`src/design/ima_adpcm_stereo_encoder_assert.svh`:
```
// Assertion macros shared by the stereo ADPCM encoder RTL.
`ifndef IMA_ADPCM_STEREO_ENCODER_ASSERT_SVH
`define IMA_ADPCM_STEREO_ENCODER_ASSERT_SVH

`ifndef SYNTHESIS
`define IMAENC_ASSERT(lbl, expr, msg) \
    lbl: assert property (@(posedge i_clk) disable iff (!i_rst_n) (expr)) else $error(msg);
`define IMAENC_ASSERT_ALWAYS(lbl, expr, msg) \
    lbl: assert property (@(posedge i_clk) (expr)) else $error(msg);
`else
`define IMAENC_ASSERT(lbl, expr, msg)
`define IMAENC_ASSERT_ALWAYS(lbl, expr, msg)
`endif

`endif

```
`src/design/imaenc_pkg.sv`:
```
// Types, constants and tables for the stereo ADPCM encoder.
package imaenc_pkg;

    localparam int STEP_COUNT = 89;

    localparam logic [6:0] INDEX_MAX = 7'd88;
    localparam logic signed [15:0] PRED_MAX = 16'sh7FFF;
    localparam logic signed [15:0] PRED_MIN = -16'sh8000;

    typedef logic [14:0] t_step;

    typedef struct packed {
        logic signed [15:0] pred;
        logic [6:0]         idx;
    } t_chan_state;

    localparam t_step STEP_TABLE [0:STEP_COUNT-1] = '{
        15'd7, 15'd8, 15'd9, 15'd10, 15'd11, 15'd12, 15'd13, 15'd14, 15'd16, 15'd17,
        15'd19, 15'd21, 15'd23, 15'd25, 15'd28, 15'd31, 15'd34, 15'd37, 15'd41, 15'd45,
        15'd50, 15'd55, 15'd60, 15'd66, 15'd73, 15'd80, 15'd88, 15'd97, 15'd107, 15'd118,
        15'd130, 15'd143, 15'd157, 15'd173, 15'd190, 15'd209, 15'd230, 15'd253, 15'd279,
        15'd307, 15'd337, 15'd371, 15'd408, 15'd449, 15'd494, 15'd544, 15'd598, 15'd658,
        15'd724, 15'd796, 15'd876, 15'd963, 15'd1060, 15'd1166, 15'd1282, 15'd1411,
        15'd1552, 15'd1707, 15'd1878, 15'd2066, 15'd2272, 15'd2499, 15'd2749, 15'd3024,
        15'd3327, 15'd3660, 15'd4026, 15'd4428, 15'd4871, 15'd5358, 15'd5894, 15'd6484,
        15'd7132, 15'd7845, 15'd8630, 15'd9493, 15'd10442, 15'd11487, 15'd12635,
        15'd13899, 15'd15289, 15'd16818, 15'd18500, 15'd20350, 15'd22385, 15'd24623,
        15'd27086, 15'd29794, 15'd32767
    };

    localparam logic signed [7:0] INDEX_MOVES [0:7] = '{
        -8'sd1, -8'sd1, -8'sd1, -8'sd1, 8'sd2, 8'sd4, 8'sd6, 8'sd8
    };

endpackage

```
`src/design/imaenc_channel.sv`:
```
// One channel of IMA-ADPCM encoding: code, predictor update and index update.
module imaenc_channel import imaenc_pkg::*; (
    input  logic signed [15:0] i_sample,
    input  t_chan_state        i_state,
    output logic [3:0]         o_code,
    output t_chan_state        o_state
);

    logic [6:0]         si;
    t_step              step;
    logic [15:0]        step_full;
    logic [15:0]        step_half;
    logic [15:0]        step_quarter;
    logic signed [16:0] diff;
    logic signed [16:0] diff_neg;
    logic [15:0]        mag;
    logic [15:0]        rem1;
    logic [15:0]        rem2;
    logic [15:0]        delta;
    logic signed [17:0] pred_sum;
    logic signed [7:0]  idx_sum;

    always_comb begin
        si           = (i_state.idx > INDEX_MAX) ? INDEX_MAX : i_state.idx;
        step         = STEP_TABLE[si];
        step_full    = {1'b0, step};
        step_half    = {2'b00, step[14:1]};
        step_quarter = {3'b000, step[14:2]};

        diff     = $signed({i_sample[15], i_sample}) - $signed({i_state.pred[15], i_state.pred});
        diff_neg = -diff;
        o_code[3] = diff[16];
        mag       = diff[16] ? diff_neg[15:0] : diff[15:0];

        o_code[2] = (mag >= step_full);
        rem1      = o_code[2] ? (mag - step_full) : mag;
        o_code[1] = (rem1 >= step_half);
        rem2      = o_code[1] ? (rem1 - step_half) : rem1;
        o_code[0] = (rem2 >= step_quarter);

        delta = {4'b0000, step[14:3]}
              + (o_code[2] ? step_full : 16'd0)
              + (o_code[1] ? step_half : 16'd0)
              + (o_code[0] ? step_quarter : 16'd0);

        if (o_code[3]) begin
            pred_sum = $signed({{2{i_state.pred[15]}}, i_state.pred}) - $signed({2'b00, delta});
        end else begin
            pred_sum = $signed({{2{i_state.pred[15]}}, i_state.pred}) + $signed({2'b00, delta});
        end

        priority if (pred_sum > $signed({{2{PRED_MAX[15]}}, PRED_MAX})) begin
            o_state.pred = PRED_MAX;
        end else if (pred_sum < $signed({{2{PRED_MIN[15]}}, PRED_MIN})) begin
            o_state.pred = PRED_MIN;
        end else begin
            o_state.pred = pred_sum[15:0];
        end

        idx_sum = $signed({1'b0, si}) + INDEX_MOVES[o_code[2:0]];
        priority if (idx_sum < 8'sd0) begin
            o_state.idx = 7'd0;
        end else if (idx_sum > $signed({1'b0, INDEX_MAX})) begin
            o_state.idx = INDEX_MAX;
        end else begin
            o_state.idx = idx_sum[6:0];
        end
    end

endmodule

```
`src/design/ima_adpcm_stereo_encoder.sv`:
```
// Stereo IMA-ADPCM encoder: one left/right sample pair in, one packed code byte out
// per transfer. A pair is taken every clock cycle while the output keeps up. The pair
// sits in the input register while the encode logic works on it, and it moves into
// the result register, which drives the output, once that register is empty or its
// result is being taken. The rate is set by the channel state loop: predictor and
// step index are rewritten at the same edge that moves a pair into the result
// register, so the next pair sees them at once. Restart clears both channel states
// before the pair that carries it is encoded.
`include "ima_adpcm_stereo_encoder_assert.svh"

module ima_adpcm_stereo_encoder import imaenc_pkg::*; (
    input  logic               i_clk,
    input  logic               i_rst_n,
    input  logic               i_in_valid,
    output logic               o_in_stall,
    input  logic signed [15:0] i_left_sample,
    input  logic signed [15:0] i_right_sample,
    input  logic               i_restart,
    output logic               o_out_valid,
    input  logic               i_out_stall,
    output logic [7:0]         o_packed_codes,
    output logic signed [15:0] o_left_pred_before,
    output logic [6:0]         o_left_index_before,
    output logic signed [15:0] o_right_pred_before,
    output logic [6:0]         o_right_index_before
);

    logic               r_in_valid;
    logic signed [15:0] r_left_sample;
    logic signed [15:0] r_right_sample;
    logic               r_restart;
    logic               r_out_valid;
    logic [7:0]         r_packed_codes;
    t_chan_state        r_left_before;
    t_chan_state        r_right_before;
    t_chan_state        r_left_state;
    t_chan_state        r_right_state;

    t_chan_state        cur_left;
    t_chan_state        cur_right;
    t_chan_state        n_left_state;
    t_chan_state        n_right_state;
    logic [3:0]         left_code;
    logic [3:0]         right_code;
    logic               advance;
    logic               accept;

    assign advance    = r_in_valid && (!r_out_valid || !i_out_stall);
    assign o_in_stall = r_in_valid && !advance;
    assign accept     = i_in_valid && !o_in_stall;

    assign cur_left  = r_restart ? '0 : r_left_state;
    assign cur_right = r_restart ? '0 : r_right_state;

    imaenc_channel u_left (
        .i_sample (r_left_sample),
        .i_state  (cur_left),
        .o_code   (left_code),
        .o_state  (n_left_state)
    );

    imaenc_channel u_right (
        .i_sample (r_right_sample),
        .i_state  (cur_right),
        .o_code   (right_code),
        .o_state  (n_right_state)
    );

    always_ff @(posedge i_clk) begin
        if (!i_rst_n) begin
            r_in_valid    <= 1'b0;
            r_out_valid   <= 1'b0;
            r_left_state  <= '0;
            r_right_state <= '0;
        end else begin
            if (!o_in_stall) begin
                r_in_valid <= i_in_valid;
            end
            if (advance) begin
                r_out_valid   <= 1'b1;
                r_left_state  <= n_left_state;
                r_right_state <= n_right_state;
            end else if (!i_out_stall) begin
                r_out_valid <= 1'b0;
            end
        end
    end

    always_ff @(posedge i_clk) begin
        if (accept) begin
            r_left_sample  <= i_left_sample;
            r_right_sample <= i_right_sample;
            r_restart      <= i_restart;
        end
        if (advance) begin
            r_packed_codes <= {right_code, left_code};
            r_left_before  <= cur_left;
            r_right_before <= cur_right;
        end
    end

    assign o_out_valid          = r_out_valid;
    assign o_packed_codes       = r_packed_codes;
    assign o_left_pred_before   = r_left_before.pred;
    assign o_left_index_before  = r_left_before.idx;
    assign o_right_pred_before  = r_right_before.pred;
    assign o_right_index_before = r_right_before.idx;

    `IMAENC_ASSERT(a_index_range, (r_left_state.idx <= INDEX_MAX) && (r_right_state.idx <= INDEX_MAX), "step index left 0..88")
    `IMAENC_ASSERT(a_restart_before, (advance && r_restart) |=> ((r_left_before == '0) && (r_right_before == '0)), "restart pair did not report cleared state")
    `IMAENC_ASSERT(a_result_hold, (r_out_valid && i_out_stall) |=> (r_out_valid && $stable(r_packed_codes)), "stalled result dropped or changed")
    `IMAENC_ASSERT(a_state_hold, !advance |=> ($stable(r_left_state) && $stable(r_right_state)), "channel state moved without a pair")
    `IMAENC_ASSERT_ALWAYS(a_stall_needs_item, o_in_stall |-> r_in_valid, "input stalled with empty input register")

endmodule
```
`config.mk`:
```
export PLATFORM = sky130hd
export DESIGN_NAME = ima_adpcm_stereo_encoder
export DESIGN_NICKNAME = d
export VERILOG_FILES = /design/src/design/imaenc_pkg.sv /design/src/design/imaenc_channel.sv /design/src/design/ima_adpcm_stereo_encoder.sv
export VERILOG_INCLUDE_DIRS = /design/src /design/src/design
export SDC_FILE = /design/constraint.sdc
export NUM_CORES = 1
export LEC_CHECK = 0
export BUFFER_PORTS_ARGS = -buffer_cell sky130_fd_sc_hd__buf_2
export CAP_MARGIN = 20
export CELL_PAD_IN_SITES_DETAIL_PLACEMENT = 1
export CELL_PAD_IN_SITES_GLOBAL_PLACEMENT = 2
export CORE_MARGIN = 3
export CORE_UTILIZATION = 39
export CTS_CLUSTER_DIAMETER = 80
export DETAILED_ROUTE_END_ITERATION = 8
export GPL_TIMING_DRIVEN = 1
export PLACE_DENSITY_LB_ADDON = 0.1
export SETUP_SLACK_MARGIN = 0.3
export SYNTH_ARGS = -nofsm -noshare
export SYNTH_HDL_FRONTEND = slang
export SYNTH_SLANG_ARGS = --single-unit
```
`constraint.sdc`:
```
create_clock -name i_clk -period 19.18 [get_ports i_clk]
set_input_delay 3.836 -clock i_clk [delete_from_list [all_inputs] [get_ports i_clk]]
set_output_delay 3.836 -clock i_clk [all_outputs]
set_load 0.02 [all_outputs]
```
==> impl_results.md <==
- Outcome: complete, no violations
- RD Place Congestion: ~0.9
- Largest fanout on the critical path: 14
- Cell mode on critical path: a21oi_1
- Nets@finish: between 3,000 and 4,000
- Die area: between 50,000 and 60,000 um^2
- Htree depth: 4
- Ranking of synthesized cells by area: ha_1 (15%), edfxtp_1 (13%), fa_1 (6.2%), a21oi_1 (5.8%), xnor2_1 (4.9%)
- Crit path from: r_restart
- Hold Path Origin: r_left_state[22]
- Seq/Total Area, Yosys: a little under a fifth
- FF-to-FF Start: r_restart
- Setup Viol. Count Final: 0
- Area of the multi-input gates: between 15,000 and 20,000 um^2
- Clock buffer depth: 2
- Synth cell count leaders: nor2_1 (244), ha_1 (237), a21oi_1 (230)
- RSZ-0062 raised after global routing: no
- TritonCTS Sinks: around 140
- Ys async rst share: 0%
- Hold Vio Cnt, Final: 0
- Fmax: about 57 MHz
- Clk slew on worst S/H paths: 0.07 ns
- CTS tree: yes
- Antenna cells: 0
- Crit. End Element: register
- Top FF cell, synth: edfxtp_1
- Chip Height: 232 um
- Top-count cell post-synth: nor2_1
- Hold Buf Count CTS: 0
- Initial Util: between 30% and 40%
- Yosys warning count: 0
- Period minus WS final: between 15 and 20 ns
- Mapped Area: ~20,000 um^2
- Grt total ovfl: 0
- Clk Latency, worst-skew pair: between 0.4 and 0.5 ns
- Synth top area share: roughly 15%
- Routed WL per cell: roughly 22 um
- Area Overhead vs Synth: 14.1%
- Site Rows: 82
- DR vias: ~20,000
- Final period util: 91.8%
- Worst rel slew slack: between 30% and 40%
- Hold Crit Class: register to register
- GRT Total Usage: between 20% and 30%
- Register area: 3570 um^2
- Post-synth EDFFs: 87
- Area leader, netlist: ha_1
- Slew Viols, Final: 0
- # DRC: 0
- Arr. time, crit path: 17.96 ns
- I/O Buffers: 92
- Detail Route Antenna Nets: 0
- Yosys reg bits: around 140
- Maximum number of pins on one net before global-route repair: between 70 and 80
- CP Launch Type: register
- Initial antenna violation count: 0
- Core area: between 50,000 and 60,000 um^2
- Setup TNS: 0 ns
- Routed wire length: approximately 72,000 um
- Max Cap Viol: 0
- Die W: about 230 um
- Post-DP HPWL: about 57,000 um
- Vias in the first global route: 20,500
- Vias/cell: around 6
- WS Path Type: register to register
- First-pass DRT Iterations: 5
- Yosys cell types: 98
- I/O Pins: slightly above 90
- Total CTS buffers: 17
- Filler cells: around 6,100
- CP max stage delay: ~0.55 ns
- Initial DRC Count: roughly 1,000
- Mean Syn Cell Area: just under 8 um^2
- Syn Nets: between 2,000 and 3,000
- Root Buffer: clkbuf_16
- First-pass GRT wire length: 114,000 um
- Critical-path top delay cell: fa_1
- Layout cells sized above 1: between 10% and 20%
- Required time worst endpoint: about 20 ns
- Worst slew pin tran: approximately 0.95 ns
- Final setup skew: 0.0221 ns
- Mapped Cells: 2,522
critical path: cells and delay by family, from the launching register on:
kind            cells  cell delay, ns
flops               1            0.48
fa+ha+maj           9            3.30
xor+xnor            4            0.65
buf+inv            11            1.63
simple gates       13            2.82
mux                 1            0.34
compound gates     41            8.29
area by class of cell:
type | instances | share of cell area, %
flip-flops and latches | 135 | 15.8
clock buffers | 17 | 1.88
repair buffers | 232 | 6.95
inverters | 200 | 3.37
well taps | 672 | 3.72
multi-input cells | 2091 | 67.4
clock inverters | 15 | 0.918
path summary, 6_finish.rpt:
| kind | to | slack [ns] | cells after the start |
|---|---|---|---|
| hold reg to reg | r_left_state[22] | 0.48 | 2 |
| setup / recovery | r_left_state[18] | 1.57 | 79 |
| hold / removal | r_left_state[22] | 0.48 | 2 |
| setup reg to reg | r_left_state[18] | 1.57 | 79 |
flip-flops by register name (all words and copies together), names as in the netlist:
register / cells
r_left_state: 23
r_right_state: 23
r_restart: 1
r_right_sample: 16
o_out_valid: 1
r_left_sample: 16
o_left_index_before: 7
r_in_valid: 1
o_right_index_before: 7
o_right_pred_before: 16
o_left_pred_before: 16
o_packed_codes: 8
per-stage QoR:
stage          setup WS [ns]  utilization [%]  cells  hold WS, ns  area, um^2
6_report                1.57             45.1   3362        0.482       22600
5_1_grt                0.204             45.1   3362        0.527       22600
4_1_cts                0.404             44.6   3351        0.484       22400
3_5_place_dp           0.466             43.3   3319        0.474       21700
3_3_place_gp            1.01             43.3   3319        0.458       21700
2_1_floorplan           1.44                -   2522        0.441       19800
timing repair:
| item | CTS | global route |
|---|---|---|
| resized for setup | 0 | 43 |
| buffers inserted | 0 | 9 |
| setup endpoints to repair | 0 | 32 |
cell families after synthesis:
group | Yosys count | synth area share (%)
XOR/XNOR | 167 | 7.38
AO/OA/AOI/OAI | 792 | 25.6
buffers and inverters | 296 | 5.89
flip-flops | 135 | 18.0
adder cells (fa/ha/maj) | 298 | 21.1
AND/OR/NAND/NOR | 793 | 19.6
multiplexers | 41 | 2.40
per-layer routing:
layer  global-route usage [%]  share of wire [%]  vias to the layer above
li1                         -                  -                     9446
met5                        0                  0                        -
met4                     7.67                2.7                        0
met3                     4.15                3.5                      108
met2                     47.6                 50                      396
met1                     33.6                 44                     9714
cells in the final DEF, fill, tap and decap left out, types with 19 or more instances in the layout:
cell type,synthesis,layout
o211ai_1,37,37
nor3_1,54,51
ha_1,237,234
edfxtp_1,87,87
nor2b_1,38,36
buf_4,3,133
nand2b_1,66,65
o21ai_0,183,177
a21oi_1,230,227
xor2_1,57,57
nand3_1,46,45
o21ai_1,14,19
xnor2_1,110,108
mux2_1,19,19
a31oi_1,36,35
nand2_1,199,197
nor2_1,244,242
o21a_1,25,25
fa_1,61,61
buf_2,5,92
inv_1,191,188
a211oi_1,23,21
a21o_1,51,51
nand4_1,25,25
dfxtp_1,48,48
o21bai_1,21,21
or3_1,19,19
Power is not shown: default switching activity piles up to over one toggle a cycle in this logic, so the estimate is an artifact.
